`config.mk`:
```
export PLATFORM = sky130hd
export DESIGN_NAME = stt_eval
export DESIGN_NICKNAME = d
export VERILOG_FILES = /design/src/stt_pkg.sv /design/src/stt_eval.sv
export SDC_FILE = /design/constraint.sdc
export NUM_CORES = 1
export LEC_CHECK = 0
export ABC_AREA = 1
export BUFFER_PORTS_ARGS = -buffer_cell sky130_fd_sc_hd__buf_2
export CAP_MARGIN = 20
export CORE_AREA = 4 4 130 132
export DETAILED_ROUTE_END_ITERATION = 10
export DIE_AREA = 0 0 134 136
export PLACE_DENSITY = 0.69
export REMOVE_ABC_BUFFERS = 1
export SLEW_MARGIN = 25
export SYNTH_ARGS = -nofsm -noshare
export SYNTH_HDL_FRONTEND = slang
export SYNTH_SLANG_ARGS = --single-unit
```
`constraint.sdc`:
```
create_clock -name vclk -period 2.6
set_input_delay 0.52 -clock vclk [all_inputs]
set_output_delay 0.52 -clock vclk [all_outputs]
set_load 0.05 [all_outputs]
```
`src/stt_pkg.sv`:
```
`timescale 1ns / 1ps

package stt_pkg;

    localparam int KEY_W   = 64;
    localparam int SCORE_W = 32;
    localparam int DEPTH_W = 7;
    localparam int KIND_W  = 2;
    localparam int MOVE_W  = 32;
    localparam int CFG_W   = 4;

    localparam logic [CFG_W-1:0] INDEX_BITS_RESET = 4'd12;

    localparam logic CMD_PROBE = 1'b0;
    localparam logic CMD_STORE = 1'b1;

    // exact score, upper bound (failed low), lower bound (failed high)
    localparam logic [KIND_W-1:0] BOUND_EXACT = 2'd0;
    localparam logic [KIND_W-1:0] BOUND_UPPER = 2'd1;
    localparam logic [KIND_W-1:0] BOUND_LOWER = 2'd2;

    typedef struct packed {
        logic                       cutoff_hit;
        logic signed [SCORE_W-1:0]  result_score;
        logic                       key_matched;
        logic [MOVE_W-1:0]          stored_move;
        logic                       written;
    } t_result;

endpackage

```
`src/stt_eval.sv`:
```
`timescale 1ns / 1ps

module stt_eval #(
    parameter int MOVE_KEEP = 32
) (
    input  logic                               i_cmd,
    input  logic [stt_pkg::KEY_W-1:0]          i_key,
    input  logic [stt_pkg::DEPTH_W-1:0]        i_depth,
    input  logic signed [stt_pkg::SCORE_W-1:0] i_alpha,
    input  logic signed [stt_pkg::SCORE_W-1:0] i_beta,
    input  logic [stt_pkg::KEY_W-1:0]          i_ent_key,
    input  logic signed [stt_pkg::SCORE_W-1:0] i_ent_score,
    input  logic [stt_pkg::DEPTH_W-1:0]        i_ent_depth,
    input  logic [stt_pkg::KIND_W-1:0]         i_ent_kind,
    input  logic [MOVE_KEEP-1:0]               i_ent_move,
    output stt_pkg::t_result                   o_res
);

    logic w_key_eq;

    assign w_key_eq = (i_ent_key == i_key);

    always_comb begin
        o_res = '0;
        if (i_cmd == stt_pkg::CMD_STORE) begin
            o_res.written = (i_ent_depth <= i_depth) || w_key_eq;
        end else if (w_key_eq) begin
            o_res.key_matched = 1'b1;
            o_res.stored_move = stt_pkg::MOVE_W'(i_ent_move);
            if (i_ent_depth >= i_depth) begin
                priority if (i_ent_kind == stt_pkg::BOUND_EXACT) begin
                    o_res.cutoff_hit   = 1'b1;
                    o_res.result_score = i_ent_score;
                end else if (i_ent_kind == stt_pkg::BOUND_LOWER && i_ent_score >= i_beta) begin
                    o_res.cutoff_hit   = 1'b1;
                    o_res.result_score = i_beta;
                end else if (i_ent_kind == stt_pkg::BOUND_UPPER && i_ent_score <= i_alpha) begin
                    o_res.cutoff_hit   = 1'b1;
                    o_res.result_score = i_alpha;
                end else begin
                    o_res.cutoff_hit   = 1'b0;
                end
            end
        end
    end

endmodule
```
==> impl_results.md <==
- Slowest CP cell: ha_4
- Total number of vias: 6401
- Detail Route Antenna Nets: 0
- Gr ovfl total: 0
- Max VDD drop: 0.0966 mV
- CP Buf/Inv Count: 4
- Clock buffer cells: 0
- Final min period: 3090 ps
- Hold_ws: 1400 ps
- DRC viols: 0
- 1st-iter DRT viols: 265
- Port Buf Inserts: 340
- Antenna violations before repair: 3
- Synth area leader: ha_1
- Die W: 134 um
- First-pass GRT wire length: 33700 um
- Area grow syn2layout: 120%
- Routability Congestion: 0.987
- Core area: 15700 um2
- Setup ws final: -494 ps
- HPWL Detailed: 16000 um
- # nets final: 1476
- CP required: 2080 ps
- Row count: 46
- Max_cap viols: 0
- Max FO, Critical Path: 6
- Synthesis Warnings: 0
- Synth Cell Area: 4220 um2
- Count of pins over their slew limit: 0
- Critical Path AT: 2570 ps
- Failing checks: negative setup slack
- Crit-path cells: buf_8 > ha_4 > a21oi_2 > nor2_1 > nor3_1 > nand2_1 > a21oi_4 > nand2_2 > nand2_2 > nand3_4 > buf_16 > nand3_2 > nand3_2 > nand2_2 > inv_2 > buf_8
- Chip height: 136 um
- Cell Area, Placed: 6740 um2
- CP Launch Type: input pin
- Sequential area share after synthesis: 0%
- Final instance area: 9300 um2
- Slowest stage delay, CP: 250 ps
- Leak: 4.89 nW
- Layout cells sized above 1: 66.2%
- Syn Area/Cell: 5.82 um2
- Slew of the pin with the lowest slew margin: 303 ps
- Crit path max-delay family: simple AND/OR/NAND/NOR gates
- Worst min path class: input pin to output port
- Fin crit share: 119%
- Peak Freq: 0.323 GHz
- Die area: 18200 um2
- Worst relative slew slack: 79.8%
- Largest net degree at the start of global routing: 34
- Synthesized instance count: 725
- Synth unique cells: 30
- All-Layer GR Usage: 22.7%
- PD cells: 158 nW/um2
- CTS Hold Bufs: 0
- # IOs: 340
- End-of-flow core utilization: 59.2%
- Post-synth top area share: 21.0%
- DR pass1 iterations: 6
- Outcome: complete, but fails checks
- Fill cells: 1284
- Crit Path Category: input pin to output port
- Initial core utilization: 26.9%
- CP dominant cell by count: nand2_2
- Sequential cell count: 0
- Vias in the first global route: 6735
- Final setup vio count: 65
- Multi-input combinational cell area: 4950 um2
- Routed len/inst: 17.6 um
- Overall Power: 0.00147 W
- Total Routed Length: 23800 um
- Top cells by area, synth: ha_1 (21%), inv_1 (15%), xnor2_1 (12%), nand2_1 (12%), nor2_1 (8.9%)
- Register area: 0 um2
- CP Capture Type: output port
- Vias per inst: 4.74
- Setup_tns: -19060 ps
- RSZ-0062 raised after global routing: yes
- Fin. Hold Viols: 0
cells in the final DEF, fill, tap and decap left out, types with 40 or more instances in the layout:
master and n:
buf_2 232, buf_4 68, buf_6 80, ha_4 43, inv_1 115, inv_2 47, nand2_1 77, nand2_2 51
nand3_2 86, nor2_1 51, nor2_4 40, xnor2_1 51
where the power goes:
group	leakage, nW	switching (W)	internal [W]
sequential	0	0	0
combinational	4.89	0.000731	0.000738
clock	0.0000190	0	0.000000000154
synthesized netlist by cell type (3+ instances only):
| library cell | instances |
|---|---|
| nand3_1 | 66 |
| inv_1 | 164 |
| o21ai_0 | 7 |
| clkbuf_1 | 7 |
| ha_1 | 71 |
| nand3_2 | 37 |
| nand2_1 | 130 |
| o2111ai_1 | 4 |
| a21oi_1 | 30 |
| nand4_1 | 18 |
| xnor2_1 | 60 |
| o21a_1 | 4 |
| buf_8 | 3 |
| nor2_1 | 100 |
| buf_4 | 7 |
final cells by class:
type | count | area share (%)
multi-input combinational | 539 | 53.2
timing repair buffer | 426 | 37.0
inverter | 165 | 6.77
tap | 216 | 2.91
antenna | 3 | 0.0808
per-layer routing:
metal | up-vias | share of wire, % | track usage (%)
met5 | - | 0 | 0
met4 | 0 | 3.3 | 6.23
met3 | 64 | 6.4 | 3.26
met2 | 308 | 51 | 42.0
met1 | 2936 | 39 | 27.4
li1 | 3093 | - | -
through the flow:
step / std cells / setup slack, ps
after global routing: 1349 / -559
final: 1349 / -494
after detailed placement: 1331 / -503
after CTS: 1343 / -310
after global placement: 1331 / -464
after floorplan: 704 / -1020
kinds of logic (layout without fill, tap and decap cells):
family,Yosys count,count (layout),synth area share (%)
AND/OR/NAND/NOR,359,359,41.6
buffers and inverters,186,591,18.3
AO/OA/AOI/OAI,49,49,6.61
other,0,3,0
XOR/XNOR,60,60,12.4
adder cells (fa/ha/maj),71,71,21.0
timing repair:
action	CTS	global route
pin swaps	71	70
buffers inserted	6	1
gates resized for setup	406	147
cloned	6	3
endpoints found under the setup margin	65	67
final timing paths:
| check | startpoint | to | slack (ps) | depth (start not counted) |
|---|---|---|---|---|
| setup / recovery | i_ent_score[29] | o_res[48] | -490 | 16 |
| hold / removal | i_ent_move[11] | o_res[12] | 1400 | 4 |
Power figures use the tool's default switching activity.
